`src/rtl/utf8_pkg.sv`:
```
`timescale 1ns / 1ps
`default_nettype none
// ----------------------------------------------------------------------------
// utf8_pkg
// Shared types and constants of the UTF-8 / UCS-2 transcoder.
// ----------------------------------------------------------------------------
package utf8_pkg;

    localparam int unsigned UNIT_W    = 16;
    localparam int unsigned MAX_RES   = 3;
    localparam int unsigned Q_DEPTH   = 2;

    // direction register codes
    localparam logic DIR_DECODE = 1'b0;
    localparam logic DIR_ENCODE = 1'b1;

    // register index
    localparam logic REG_DIRECTION = 1'b0;

    // decode state: continuation bytes still awaited
    localparam logic [1:0] EXP_NONE = 2'd0;
    localparam logic [1:0] EXP_ONE  = 2'd1;
    localparam logic [1:0] EXP_TWO  = 2'd2;

    // last-result index of a job
    localparam logic [1:0] LAST_FIRST  = 2'd0;
    localparam logic [1:0] LAST_SECOND = 2'd1;
    localparam logic [1:0] LAST_THIRD  = 2'd2;

    localparam logic [7:0] MASK_F0   = 8'hf0;
    localparam logic [7:0] MASK_E0   = 8'he0;
    localparam logic [7:0] MASK_C0   = 8'hc0;
    localparam logic [7:0] MASK_F8   = 8'hf8;
    localparam logic [7:0] HI_SURR   = 8'hd8;
    localparam logic [7:0] SURR_B0   = 8'hed;
    localparam logic [7:0] SURR_B1   = 8'h9f;
    localparam logic [7:0] SURR_B2   = 8'hbf;
    localparam logic [7:0] MASK_3F   = 8'h3f;
    localparam logic [7:0] CONT_80   = 8'h80;

    typedef struct packed {
        logic [UNIT_W-1:0] data_in;
        logic              end_of_input;
    } t_in_item;

    typedef struct packed {
        logic [UNIT_W-1:0] value_out;
        logic              last_of_run;
        logic              short_sequence;
    } t_out_item;

    // one accepted item's worth of results, handed from front to back
    typedef struct packed {
        logic [MAX_RES-1:0][UNIT_W-1:0] value;
        logic [1:0]                     last_idx;
        logic                           short_seq;
    } t_job;

    typedef struct packed {
        logic full;
        logic empty;
    } t_q_status;

endpackage
`default_nettype wire

```
`src/rtl/utf8_ucs2_transcoder.sv`:
```
`timescale 1ns / 1ps
`default_nettype none
// A beat's first result passes the job queue, then the output register.
// Throughput: 1 beat per cycle when decoding, while the queue is not full;
// an encode unit gives 1 to 3 beats, one per UTF-8 byte, from the back end.
// Reset (i_rst_n low, synchronous): direction returns to decode, decode
// state, job queue and output register are emptied.
// ----------------------------------------------------------------------------
// utf8_ucs2_transcoder
// Two-way UTF-8 / UCS-2 converter with an APB direction register.
// ----------------------------------------------------------------------------
module utf8_ucs2_transcoder (
    input  wire logic                i_clk,
    input  wire logic                i_rst_n,
    input  wire logic                psel,
    input  wire logic                penable,
    input  wire logic                pwrite,
    input  wire logic [2:0]          paddr,
    input  wire logic [31:0]         pwdata,
    output logic [31:0]              prdata,
    output logic                     pready,
    input  wire logic                i_in_valid,
    output logic                     o_in_ready,
    input  wire utf8_pkg::t_in_item  i_in_data,
    output logic                     o_out_valid,
    input  wire logic                i_out_ready,
    output utf8_pkg::t_out_item      o_out_data
);

    logic                r_dir;
    logic                cfg_wr;
    logic                push, pop;
    utf8_pkg::t_job      job_in, job_out;
    utf8_pkg::t_q_status q_status;

    assign pready = 1'b1;
    assign cfg_wr = psel && penable && pwrite && pready
                    && (paddr[2] == utf8_pkg::REG_DIRECTION);
    assign prdata = (paddr[2] == utf8_pkg::REG_DIRECTION) ? {31'd0, r_dir} : 32'd0;

    always_ff @(posedge i_clk) begin
        if (!i_rst_n) begin
            r_dir <= utf8_pkg::DIR_DECODE;
        end else if (cfg_wr) begin
            r_dir <= pwdata[0];
        end
    end

    utf8_front u_front (
        .i_clk       (i_clk),
        .i_rst_n     (i_rst_n),
        .i_dir       (r_dir),
        .i_state_clr (cfg_wr),
        .i_valid     (i_in_valid),
        .o_ready     (o_in_ready),
        .i_item      (i_in_data),
        .i_q_status  (q_status),
        .o_push      (push),
        .o_job       (job_in)
    );

    utf8_queue u_queue (
        .i_clk    (i_clk),
        .i_rst_n  (i_rst_n),
        .i_push   (push),
        .i_job    (job_in),
        .i_pop    (pop),
        .o_job    (job_out),
        .o_status (q_status)
    );

    utf8_back u_back (
        .i_clk      (i_clk),
        .i_rst_n    (i_rst_n),
        .i_job      (job_out),
        .i_q_status (q_status),
        .o_pop      (pop),
        .o_valid    (o_out_valid),
        .i_ready    (i_out_ready),
        .o_item     (o_out_data)
    );

endmodule
`default_nettype wire

```
`src/rtl/utf8_front.sv`:
```
`timescale 1ns / 1ps
`default_nettype none
// ----------------------------------------------------------------------------
// utf8_front
// Accepts input beats, runs the UTF-8 decode state and builds result jobs.
// ----------------------------------------------------------------------------
module utf8_front (
    input  wire logic                i_clk,
    input  wire logic                i_rst_n,
    input  wire logic                i_dir,
    input  wire logic                i_state_clr,
    input  wire logic                i_valid,
    output logic                     o_ready,
    input  wire utf8_pkg::t_in_item  i_item,
    input  wire utf8_pkg::t_q_status i_q_status,
    output logic                     o_push,
    output utf8_pkg::t_job           o_job
);

    logic [1:0] r_exp, n_exp;
    logic [9:0] r_part, n_part;

    logic        accept;
    logic [7:0]  b;
    logic [7:0]  hi, lo;
    logic [15:0] acc;
    logic        done;
    logic [15:0] dec_value;

    assign o_ready = !i_q_status.full;
    assign accept  = i_valid && o_ready;
    assign b       = i_item.data_in[7:0];
    assign hi      = i_item.data_in[15:8];
    assign lo      = i_item.data_in[7:0];
    assign acc     = {r_part, b[5:0]};

    always_comb begin
        n_exp     = r_exp;
        n_part    = r_part;
        done      = 1'b0;
        dec_value = '0;
        if (r_exp == utf8_pkg::EXP_NONE) begin
            if ((b & utf8_pkg::MASK_F0) == utf8_pkg::MASK_E0) begin
                n_part = {6'd0, b[3:0]};
                n_exp  = utf8_pkg::EXP_TWO;
            end else if ((b & utf8_pkg::MASK_E0) == utf8_pkg::MASK_C0) begin
                n_part = {5'd0, b[4:0]};
                n_exp  = utf8_pkg::EXP_ONE;
            end else begin
                dec_value = {8'd0, b};
                done      = 1'b1;
            end
        end else if (r_exp == utf8_pkg::EXP_ONE) begin
            dec_value = acc;
            n_exp     = utf8_pkg::EXP_NONE;
            n_part    = '0;
            done      = 1'b1;
        end else begin
            n_part = acc[9:0];
            n_exp  = utf8_pkg::EXP_ONE;
        end
        if (i_item.end_of_input) begin
            n_exp  = utf8_pkg::EXP_NONE;
            n_part = '0;
        end
    end

    always_comb begin
        o_job = '0;
        if (i_dir == utf8_pkg::DIR_DECODE) begin
            o_push         = accept && (done || i_item.end_of_input);
            o_job.last_idx = utf8_pkg::LAST_FIRST;
            // cut-short sequence: single zero result flagged short
            o_job.value[0]  = done ? dec_value : '0;
            o_job.short_seq = !done;
        end else begin
            o_push = accept;
            if ((hi & utf8_pkg::MASK_F8) == utf8_pkg::HI_SURR) begin
                o_job.value[0] = {8'd0, utf8_pkg::SURR_B0};
                o_job.value[1] = {8'd0, utf8_pkg::SURR_B1};
                o_job.value[2] = {8'd0, utf8_pkg::SURR_B2};
                o_job.last_idx = utf8_pkg::LAST_THIRD;
            end else if ((hi & utf8_pkg::MASK_F8) != 8'd0) begin
                o_job.value[0] = {8'd0, utf8_pkg::MASK_E0 | {4'd0, hi[7:4]}};
                o_job.value[1] = {8'd0, utf8_pkg::CONT_80 | {2'd0, hi[3:0], lo[7:6]}};
                o_job.value[2] = {8'd0, utf8_pkg::CONT_80 | (lo & utf8_pkg::MASK_3F)};
                o_job.last_idx = utf8_pkg::LAST_THIRD;
            end else if ((hi != 8'd0) || lo[7]) begin
                o_job.value[0] = {8'd0, utf8_pkg::MASK_C0 | {3'd0, hi[2:0], lo[7:6]}};
                o_job.value[1] = {8'd0, utf8_pkg::CONT_80 | (lo & utf8_pkg::MASK_3F)};
                o_job.last_idx = utf8_pkg::LAST_SECOND;
            end else begin
                o_job.value[0] = {8'd0, lo};
                o_job.last_idx = utf8_pkg::LAST_FIRST;
            end
        end
    end

    always_ff @(posedge i_clk) begin
        if (!i_rst_n || i_state_clr) begin
            r_exp  <= utf8_pkg::EXP_NONE;
            r_part <= '0;
        end else if (accept && (i_dir == utf8_pkg::DIR_DECODE)) begin
            r_exp  <= n_exp;
            r_part <= n_part;
        end
    end

endmodule
`default_nettype wire

```
`src/rtl/utf8_queue.sv`:
```
`timescale 1ns / 1ps
`default_nettype none
// ----------------------------------------------------------------------------
// utf8_queue
// Two-entry job queue between the front and the back.
// ----------------------------------------------------------------------------
module utf8_queue (
    input  wire logic                i_clk,
    input  wire logic                i_rst_n,
    input  wire logic                i_push,
    input  wire utf8_pkg::t_job      i_job,
    input  wire logic                i_pop,
    output utf8_pkg::t_job           o_job,
    output utf8_pkg::t_q_status      o_status
);

    utf8_pkg::t_job r_mem [utf8_pkg::Q_DEPTH];
    logic       r_wptr, r_rptr;
    logic [1:0] r_cnt;
    logic       do_push, do_pop;

    assign o_status.full  = (r_cnt == 2'(utf8_pkg::Q_DEPTH));
    assign o_status.empty = (r_cnt == 2'd0);
    assign do_push        = i_push && !o_status.full;
    assign do_pop         = i_pop && !o_status.empty;
    assign o_job          = r_mem[r_rptr];

    always_ff @(posedge i_clk) begin
        if (do_push) begin
            r_mem[r_wptr] <= i_job;
        end
    end

    always_ff @(posedge i_clk) begin
        if (!i_rst_n) begin
            r_wptr <= 1'b0;
            r_rptr <= 1'b0;
            r_cnt  <= 2'd0;
        end else begin
            if (do_push) begin
                r_wptr <= ~r_wptr;
            end
            if (do_pop) begin
                r_rptr <= ~r_rptr;
            end
            case ({do_push, do_pop})
                2'b10:   r_cnt <= r_cnt + 2'd1;
                2'b01:   r_cnt <= r_cnt - 2'd1;
                default: r_cnt <= r_cnt;
            endcase
        end
    end

endmodule
`default_nettype wire

```
`src/rtl/utf8_back.sv`:
```
`timescale 1ns / 1ps
`default_nettype none
// ----------------------------------------------------------------------------
// utf8_back
// Walks the results of the head job into the output register, one a beat.
// ----------------------------------------------------------------------------
module utf8_back (
    input  wire logic                i_clk,
    input  wire logic                i_rst_n,
    input  wire utf8_pkg::t_job      i_job,
    input  wire utf8_pkg::t_q_status i_q_status,
    output logic                     o_pop,
    output logic                     o_valid,
    input  wire logic                i_ready,
    output utf8_pkg::t_out_item      o_item
);

    logic [1:0]          r_idx;
    logic                r_valid;
    utf8_pkg::t_out_item r_item;
    logic                load, is_last;

    assign load    = !i_q_status.empty && (!r_valid || i_ready);
    assign is_last = (r_idx == i_job.last_idx);
    assign o_pop   = load && is_last;
    assign o_valid = r_valid;
    assign o_item  = r_item;

    always_ff @(posedge i_clk) begin
        if (!i_rst_n) begin
            r_valid <= 1'b0;
            r_idx   <= 2'd0;
        end else begin
            if (load) begin
                r_valid <= 1'b1;
                r_idx   <= is_last ? 2'd0 : r_idx + 2'd1;
            end else if (i_ready) begin
                r_valid <= 1'b0;
            end
        end
    end

    always_ff @(posedge i_clk) begin
        if (load) begin
            r_item.value_out      <= i_job.value[r_idx];
            r_item.last_of_run    <= is_last;
            r_item.short_sequence <= i_job.short_seq;
        end
    end

endmodule
`default_nettype wire

```
`config.mk`:
```
export PLATFORM = sky130hd
export DESIGN_NAME = utf8_ucs2_transcoder
export DESIGN_NICKNAME = d
export VERILOG_FILES = /design/src/rtl/utf8_pkg.sv /design/src/rtl/utf8_ucs2_transcoder.sv /design/src/rtl/utf8_front.sv /design/src/rtl/utf8_queue.sv /design/src/rtl/utf8_back.sv
export SDC_FILE = /design/constraint.sdc
export NUM_CORES = 1
export LEC_CHECK = 0
export BUFFER_PORTS_ARGS = -buffer_cell sky130_fd_sc_hd__clkbuf_2
export CORE_MARGIN = 2
export CORE_UTILIZATION = 49
export DETAILED_ROUTE_END_ITERATION = 10
export PLACE_DENSITY = 0.76
export SLEW_MARGIN = 5
export SYNTH_ARGS = -nofsm -noshare
export SYNTH_HDL_FRONTEND = slang
export SYNTH_SLANG_ARGS = --single-unit
export TNS_END_PERCENT = 30
```
`constraint.sdc`:
```
create_clock -name i_clk -period 2.9 [get_ports i_clk]
set_input_delay 0.58 -clock i_clk [delete_from_list [all_inputs] [get_ports i_clk]]
set_output_delay 0.58 -clock i_clk [all_outputs]
set_load 0.005 [all_outputs]
```
==> reports/metrics.yaml, run 1 <==
synth_edf_count: 82
synthArstFlopShare_pct: 0
ant_nets: 0
track_usage_pct: 17.0
skew_ns: 0.00699
hold_buffers: 0
power.density_nw_per_um2: 815
fp.dieH_um: 103
syn_inst: 379
pre_cts_slack_ns: 0.570
min_to: "u_front.r_part[6]$_SDFFE_PP0P_"
setup_slack_ns: 0.614
clockBufferDepth: 2
synth.ff_latch_count: 103
worst_slew_pin_slew_ns: 0.754
multi_input_area_um2: 1600
clkTransAtPathRegs_ns: 0.09
vias: 3010
ios: 112
start_util_pct: 49.7
synth_area_um2: 4770
hold_depth: 2
first_pass_iters: 4
synth_area_leaders: "edfxtp_1 (52%), dfxtp_1 (8.8%), buf_4 (5.7%), mux2i_1 (4.0%), mux4_2 (3.3%)"
cts_tree: "done"
r2r_setup_slack_ns: 0.61
period_needed_ns: 2.29
drv_cap: 0
drtIter0Drc: 147
cp.required_ns: 3.20
dieArea_um2: 10500
place_area_um2: 4990
totalPowerFinal_mw: 4.23
r2r_cells: 6
insertion_delay_ns: 0.37
tns_ns: 0
critPathLaunch: "u_front.r_exp[1]$_SDFFE_PP0P_"
fmax_mhz: 437
via_per_inst: 5.39
p_leak_nw: 1.92
hp-class: "reg -> reg"
yosysWarnings: 0
num_rows: 36
yosys_most_used_dff: "edfxtp_1"
rr_endpoint: "u_queue.r_cnt[1]$_SDFFE_PN0P_"
gp_congestion: 0.893
crit_path_start_kind: "flip-flop"
nets: 480
numClockSinks: 103
fillers: 806
critPathMaxFanout: 13
ys_seq_area_share_pct: 60.4
wl_per_cell_um: 15.5
antenna_found_initial: 0
htreeDepth: 3
yosysTopAreaCell: "edfxtp_1"
worstPathArrival_ns: 2.58
regArea_um2: 2880
netlist.area_leader.share_pct: 51.6
avgSynthCellArea_um2: 12.6
critPathKind: "reg -> reg"
io_buffers: 46
period_share_pct: 78.8
ctsResizeCount: 0
grt_pass1_vias: 2720
dpl.hpwl_um: 6300
hold_violations: 0
post-route-cell-area_um2: 5190
hold_start: "u_front.r_part[6]$_SDFFE_PP0P_"
syn2layout_area_growth_pct: 8.86
grt_max_degree: 23
drt_wl_total_um: 8670
irDropWorstVdd_mv: 0.326
diodes: 0
final_core_utilization_pct: 54.1
drive_gt1_share_pct: 21.4
setup_viol: 0
rsz0062_at_grt: "no"
numCtsBuffers: 9
outcome: "finished clean"
core_um2: 9590
grt_pass1_wl_um: 13300
relSlewSlack_pct: 49.7
worst_setup_path_end_kind: "flip-flop"
grt.overflow.total: 0
clockRootBuffer: "clkbuf_8"
ys_types: 55
postCtsSetupBuffers: 0
maxSlewViolCount: 0
r2r-start: "u_front.r_exp[1]$_SDFFE_PP0P_"
drc: 0
die_w_um: 103
-- cells by family after synthesis --
family / after synthesis / share of synthesized area (%)
flip-flops: 103 / 60.4
AND/OR/NAND/NOR: 98 / 12.0
AO/OA/AOI/OAI: 75 / 9.94
buffers and inverters: 67 / 8.39
multiplexers: 29 / 8.05
XOR/XNOR: 4 / 0.734
other: 2 / 0.157
adder cells (fa/ha/maj): 1 / 0.262
-- through the flow --
step	instances	hold WS (ns)
floorplan	409	0.450
global placement	542	0.461
detailed placement	542	0.468
CTS	558	0.476
global route	558	0.504
finish	558	0.483
-- report_power, final --
part | switching, mW | leakage, nW | internal (mW)
sequential | 0.127 | 0.964 | 2.01
clock | 0.498 | 0.0998 | 0.410
combinational | 0.686 | 0.853 | 0.505
-- metal layers --
layer / wire (um) / track usage [%]
met2: 4240 / 27.0
met1: 3710 / 22.3
met5: 0 / 0
met3: 553 / 3.25
met4: 165 / 8.72
-- worst max-delay path: stages, from the launching register on --
cell and delay (ns):
dfxtp_1 0.64, inv_1 0.15, o311ai_1 0.42, or2_1 0.22, ha_1 0.28, or3_1 0.37, a21oi_1 0.15
-- final cells by class --
cell class,count,share of cell area [%]
Inverter,13,0.940
Multi-Input combinational cell,239,30.9
Clock inverter,7,1.52
Tap cell,133,3.20
Sequential cell,103,55.5
Timing Repair Buffer,54,5.59
Clock buffer,9,2.38
-- synth_stat cells, types with 3 or more instances --
| cell | count |
|---|---|
| a21oi_1 | 25 |
| a31oi_1 | 7 |
| and3_1 | 10 |
| buf_2 | 4 |
| buf_4 | 36 |
| clkbuf_1 | 10 |
| dfxtp_1 | 21 |
| edfxtp_1 | 82 |
| inv_1 | 13 |
| mux2i_1 | 19 |
| mux4_2 | 7 |
| nand2_1 | 11 |
| nand2b_1 | 5 |
| nand3_1 | 8 |
| nand4_1 | 7 |
| nand4b_1 | 7 |
| nor2_1 | 24 |
| nor2b_1 | 3 |
| nor3_1 | 4 |
| o21a_1 | 6 |
| o21ai_1 | 13 |
| o22ai_1 | 7 |
| o2bb2ai_1 | 3 |
| or2_1 | 4 |
| or3_1 | 3 |
| xnor2_1 | 3 |
-- placed cells by master, fill, tap and decap left out, types with 8 or more instances in the layout --
cell type,instances
edfxtp_1,82
clkbuf_2,46
conb_1,32
a21oi_1,25
nor2_1,23
dfxtp_1,21
mux2i_1,19
inv_1,13
o21ai_1,13
nand2_1,11
and3_1,10
clkbuf_8,9
nand3_1,8
buf_4,8
-- worst max-delay path by stage --
stage / slack (ns) / endpoint / depth (start not counted)
finish: 0.61 / u_queue.r_cnt[1]$_SDFFE_PN0P_ / 6
global route: 0.47 / u_queue.r_cnt[1]$_SDFFE_PN0P_ / 6
CTS: 0.66 / u_queue.r_cnt[1]$_SDFFE_PN0P_ / 6
detailed placement: 0.57 / u_queue.r_cnt[1]$_SDFFE_PN0P_ / 7
global placement: 0.61 / u_queue.r_cnt[1]$_SDFFE_PN0P_ / 7
floorplan: 0.38 / u_queue.r_mem[1][0]$_DFFE_PP_ / 5
-- sequential cells by signal, indices dropped and copies added (netlist names), named ones only --
name	count
u_queue.r_mem	64
u_back.o_item	18
u_front.r_part	10
u_back.r_idx	2
u_front.r_exp	2
u_queue.r_cnt	2
r_dir	1
u_back.o_valid	1
u_queue.r_rptr	1
u_queue.r_wptr	1
Power figures use the tool's default switching activity.
==> run 2: changes to the inputs <==
Settings changed: ABC_AREA set to 1, CORE_UTILIZATION 49 to 48, PLACE_DENSITY 0.76 to 0.75.
Clock period 2.9 ns to 1.95 ns, I/O delays scaled along.
==> run 2 against run 1 <==
Sequential power rose by 51%. Sequential share of layout area fell by 0.51 points. Clock skew fell by 0.00061 ns. Worst hold slack got worse by 0.14 ns. Core utilization rose by 0.52 points. Flip-flop and latch count did not move. Design area rose by 0.96%. Via count rose by 12%. Fmax rose by 29%.
==> reports/metrics.yaml, run 2 <==
outcome: "finished clean"
r2r_cells: 12
endpoint: "u_queue.r_cnt[1]$_SDFFE_PN0P_"
cp.depth: 12
cts_tree: "done"
final_common_cell: "edfxtp_1"
syn_inst: 472
clockBufferDepth: 2
crit_buf_inv: 3
fmax_mhz: 565
yosys.cell_count.top_type: "edfxtp_1"
final_core_utilization_pct: 54.7
drc: 0
max_stage_delay_ns: 0.35
skew_ns: 0.00638
ant_nets: 0
via_per_inst: 5.01
place_area_um2: 5080
avgSynthCellArea_um2: 9.91
critPathMaxFanout: 5
track_usage_pct: 19.5
drtIter0Drc: 316
critPathKind: "reg -> reg"
ys_types: 32
dp_cells: 658
yosysWarnings: 0
insertion_delay_ns: 0.36
hold_buffers: 0
worstPathArrival_ns: 2.08
dieArea_um2: 10500
rsz0062_at_grt: "no"
synth_area_leaders: "edfxtp_1 (53%), dfxtp_1 (9.0%), nor2_1 (6.3%), o21ai_0 (5.1%), buf_4 (5.1%)"
htreeDepth: 3
first_pass_iters: 5
instances_no_fill: 674
netlist.area_leader.share_pct: 52.7
start_util_pct: 48.7
num_rows: 36
synthArstFlopShare_pct: 0
clockRootBuffer: "clkbuf_8"
rr_endpoint: "u_queue.r_cnt[1]$_SDFFE_PN0P_"
irDropWorstVdd_mv: 0.427
yosys_most_used_dff: "edfxtp_1"
dpl.hpwl_um: 7070
final_cell_mix: "edfxtp_1 (82), nor2_1 (78), nand2_1 (60)"
setup_viol: 0
totalPowerFinal_mw: 6.38
crit_path_start_kind: "flip-flop"
antenna_found_initial: 0
p_leak_nw: 2.18
drive_gt1_share_pct: 19.0
drt_wl_total_um: 9830
grt_pass1_vias: 3156
synth_area_um2: 4680
ctsResizeCount: 0
r2r_setup_slack_ns: 0.18
wl_per_cell_um: 14.6
numClockSinks: 103
power.density_nw_per_um2: 1220
io_buffers: 46
period_share_pct: 90.8
post-route-cell-area_um2: 5240
ys_seq_area_share_pct: 61.7
critPathTopFamily: "compound AO/OA/AOI/OAI gates"
drv_cap: 0
grt_max_degree: 33
period_needed_ns: 1.77
crit_chain: "inv_2 -> nand2_1 -> nand2_1 -> xor2_2 -> nand3_2 -> inv_1 -> ha_1 -> a21oi_1 -> o21ai_0 -> inv_1 -> o21ai_0 -> a21oi_1"
worst_setup_path_end_kind: "flip-flop"
synth.ff_latch_count: 103
die_w_um: 103
largest_register_ffs: 64
crit_slowest_cell: "dfxtp_2"
ios: 112
diodes: 0
vias: 3377
gp_congestion: 0.909
postCtsSetupBuffers: 0
hp-class: "in -> reg"
grt.overflow.total: 0
hold_violations: 0
tns_ns: 0
cp.required_ns: 2.26
synth_edf_count: 82
clkTransAtPathRegs_ns: 0.09
numCtsBuffers: 9
nets: 596
synth_common_cells: "edfxtp_1 (82), nor2_1 (79), nand2_1 (60), o21ai_0 (48), inv_1 (34)"
grt_pass1_wl_um: 15500
syn2layout_area_growth_pct: 12.1
maxSlewViolCount: 0
core_um2: 9590
yosysTopAreaCell: "edfxtp_1"
fp.dieH_um: 103
largest-register: "u_queue.r_mem"
[run 2: changes by cell type in the layout (fill, tap and decap cells not counted), moves of 10 or more]
cell     previous run  this run
buf_4               8        19
inv_2               0        10
nor2_1             23        78
nand2_1            11        60
inv_1              13        34
mux2i_1            19         0
o21ai_0             2        48
nand3_1             8        18
and3_1             10         0
[run 2: layout make-up]
type / instances / area [um^2]
Clock inverter: 2 / 8.76
Multi-Input combinational cell: 310 / 1450
Fill cell: 853 / 4350
Sequential cell: 103 / 2880
Clock buffer: 14 / 153
Inverter: 45 / 169
Timing Repair Buffer: 67 / 413
Tap cell: 133 / 166
[run 2: power breakdown]
group          internal, mW  leakage [nW]  switching [mW]
registers              3.05         0.959           0.172
logic                 0.717          1.14            1.28
clock network         0.496        0.0821           0.669
[run 2: cell families after synthesis]
group                      share of synthesized area, %
AOI/OAI and AO/OA                                  10.8
buffers and inverters                              10.0
and+or+nand+nor                                    16.5
DFF                                                61.7
other                                             0.161
adders and majority gates                         0.268
xor gates and xnor gates                          0.535
[run 2: metal layers]
metal / track usage, % / vias up / wire [um]
met1: 25.6 / 1586 / 4200
met2: 32.0 / 116 / 4850
met3: 5.22 / 14 / 605
met5: 0 / - / 0
met4: 5.85 / 0 / 172
li1: - / 1661 / -
[run 2: worst min path at each step]
stage | cells past startpoint | slack [ns] | start | endpoint
2_1_floorplan | 1 | 0.44 | u_queue.r_cnt[1]$_SDFFE_PN0P_ | u_queue.r_cnt[1]$_SDFFE_PN0P_
3_3_place_gp | 1 | 0.46 | u_queue.r_cnt[1]$_SDFFE_PN0P_ | u_queue.r_cnt[1]$_SDFFE_PN0P_
3_5_place_dp | 1 | 0.46 | u_queue.r_cnt[1]$_SDFFE_PN0P_ | u_queue.r_cnt[1]$_SDFFE_PN0P_
4_1_cts | 4 | 0.32 | i_out_ready | u_back.o_valid$_SDFFE_PN0P_
5_1_grt | 3 | 0.34 | pwrite | r_dir$_SDFFE_PN0P_
6_report | 3 | 0.34 | pwrite | r_dir$_SDFFE_PN0P_
[run 2: tightest hold or removal path: cells and delay by family]
family,cells,cell delay [ns]
AOI/OAI and AO/OA,1,0.07
buffers and inverters,1,0.10
and+or+nand+nor,1,0.10
[run 2: per-stage QoR]
| step | setup slack (ns) | hold slack, ns |
|---|---|---|
| after global placement | 0.0941 | 0.461 |
| final | 0.179 | 0.342 |
| after global routing | 0.00560 | 0.338 |
| after detailed placement | 0.109 | 0.465 |
| after floorplan | -0.136 | 0.443 |
| after CTS | 0.101 | 0.325 |
==> run 3: changes to the inputs <==
Settings changed: ABC_AREA 1 to not set, CORE_MARGIN 2 to 1, CORE_UTILIZATION 48 to 50, CTS_BUF_LIST set to sky130_fd_sc_hd__clkbuf_8, PLACE_DENSITY 0.75 to 0.77.
==> run 3 against run 2 <==
Worst setup slack worse by 0.13 ns. Via count down 6.5%. Critical path type unchanged. Routed wire length down 6.7%. Critical endpoint unchanged. Worst hold slack worse by 0.023 ns. Sequential power down 2%. Clock skew up 0.0092 ns. Highest routed layer unchanged. Critical path depth down 6.
==> reports/metrics.yaml, run 3 (synthesis results as in run 1) <==
hold_slack_ns: 0.319
max_stage_delay_ns: 0.39
totalPowerFinal_mw: 6.70
regArea_um2: 2890
p_switching_mw: 1.98
worstPathArrival_ns: 2.18
fp.dieH_um: 99.7
p_leak_nw: 2.11
clkTransAtPathRegs_ns: 0.10
cts_tree: "done"
dieArea_um2: 9940
hold_violations: 0
drv_cap: 0
io_buffers: 46
grt_max_degree: 19
numClockSinks: 103
grt_pass1_vias: 2960
core_um2: 9240
critPathKind: "reg -> reg"
pre_cts_slack_ns: -0.0906
final_cell_mix: "edfxtp_1 (82), clkbuf_2 (46), buf_4 (37)"
maxSlewViolCount: 0
drtIter0Drc: 133
setup_viol: 0
die_w_um: 99.7
seq_power_share_pct: 47.2
grt_pass1_wl_um: 14800
htreeDepth: 3
crit_slowest_cell: "or3_1"
relSlewSlack_pct: 63.0
largest-register: "u_queue.r_mem"
vias: 3156
clockRootBuffer: "clkbuf_8"
worst_slew_pin_slew_ns: 0.554
tns_ns: 0
antenna_found_initial: 0
first_pass_iters: 4
ios: 112
power.density_nw_per_um2: 1210
syn2layout_area_growth_pct: 16.4
irDropWorstVdd_mv: 0.515
setup_slack_ns: 0.0517
via_per_inst: 5.39
hp-class: "in -> reg"
crit_chain: "and3b_1 -> and3_4 -> or2_1 -> ha_1 -> or3_1 -> a21oi_2"
clockBufferDepth: 2
gp_congestion: 0.849
track_usage_pct: 19.7
worst_setup_path_end_kind: "flip-flop"
pwr-share-clk_pct: 21.3
wl_per_cell_um: 15.6
start_util_pct: 51.6
drive_gt1_share_pct: 29.3
final_common_cell: "edfxtp_1"
fillers: 729
critPathMaxFanout: 3
num_rows: 35
period_needed_ns: 1.90
multi_input_area_um2: 1660
fmax_mhz: 527
grt.overflow.total: 0
skew_ns: 0.0155
outcome: "finished clean"
largest_register_ffs: 64
crit_path_start_kind: "flip-flop"
drt_wl_total_um: 9170
numCtsBuffers: 9
drc: 0
diodes: 0
nets: 512
ant_nets: 0
combPwrFrac_pct: 31.4
p_int_mw: 4.72
period_share_pct: 97.3
swShare_pct: 29.5
insertion_delay_ns: 0.36
cp.required_ns: 2.23
dpl.hpwl_um: 6750
## run 3: changes by cell type in the layout (fill, tap and decap cells not counted), sizes merged, moves of 10 or more
| cell | previous run | this run |
|---|---|---|
| o21ai | 56 | 15 |
| nor2 | 84 | 25 |
| nand3 | 20 | 8 |
| and3 | 0 | 10 |
| inv | 44 | 14 |
| mux2i | 0 | 20 |
| nand2 | 62 | 12 |
| buf | 21 | 40 |
## run 3: worst max-delay path, delay by kind of cell (launching register included)
family / cells / cell delay (ns)
compound gates: 1 / 0.14
fa+ha+maj: 1 / 0.31
flops: 1 / 0.34
simple gates: 4 / 1.04
## run 3: routing by layer
metal  global-route usage [%]  vias to the layer above  wire (um)
li1                         -                     1499          -
met1                     26.1                     1525       4040
met2                     32.7                      124       4500
met3                     3.16                        8        526
met4                     7.58                        0        103
met5                        0                        -          0
## run 3: timing repair
item,4_1_cts,5_1_grt
resized for setup,4,7
pin swaps,0,1
buffers inserted,0,1
hold buffers,0,0
endpoints found under the setup margin,1,2
## run 3: metrics by stage
step                instances  util (%)  cell area, um^2
floorplan                 409         -             4930
global placement          569      57.1             5280
detailed placement        569      57.1             5280
CTS                       585      59.7             5510
global route              586      60.1             5550
finish                    586      60.1             5550
## run 3: final cells by class
| cell class | count | area share (%) |
|---|---|---|
| Clock inverter | 6 | 1.51 |
| Timing Repair Buffer | 86 | 10.2 |
| Inverter | 13 | 0.946 |
| Sequential cell | 103 | 52.0 |
| Clock buffer | 10 | 2.48 |
| Tap cell | 129 | 2.91 |
| Multi-Input combinational cell | 239 | 29.9 |
## run 3: final timing paths
check / start / to / slack (ns) / depth (start not counted)
setup / recovery: u_front.r_exp[0]$_SDFFE_PP0P_ / u_queue.r_cnt[1]$_SDFFE_PN0P_ / 0.05 / 6
hold / removal: pwdata[0] / r_dir$_SDFFE_PN0P_ / 0.32 / 3
setup reg to reg: u_front.r_exp[0]$_SDFFE_PP0P_ / u_queue.r_cnt[1]$_SDFFE_PN0P_ / 0.05 / 6
hold reg to reg: u_front.r_part[4]$_SDFFE_PP0P_ / u_front.r_part[4]$_SDFFE_PP0P_ / 0.48 / 2
## run 3: power groups by stage
| stage | registers, mW | logic [mW] | clock network, mW |
|---|---|---|---|
| 2_1_floorplan | 3.19 | 1.33 | 0 |
| 3_3_place_gp | 3.17 | 1.99 | 0 |
| 3_5_place_dp | 3.19 | 2.05 | 0 |
| 4_1_cts | 3.15 | 2.08 | 1.47 |
| 5_1_grt | 3.21 | 2.30 | 1.55 |
| 6_report | 3.17 | 2.11 | 1.43 |
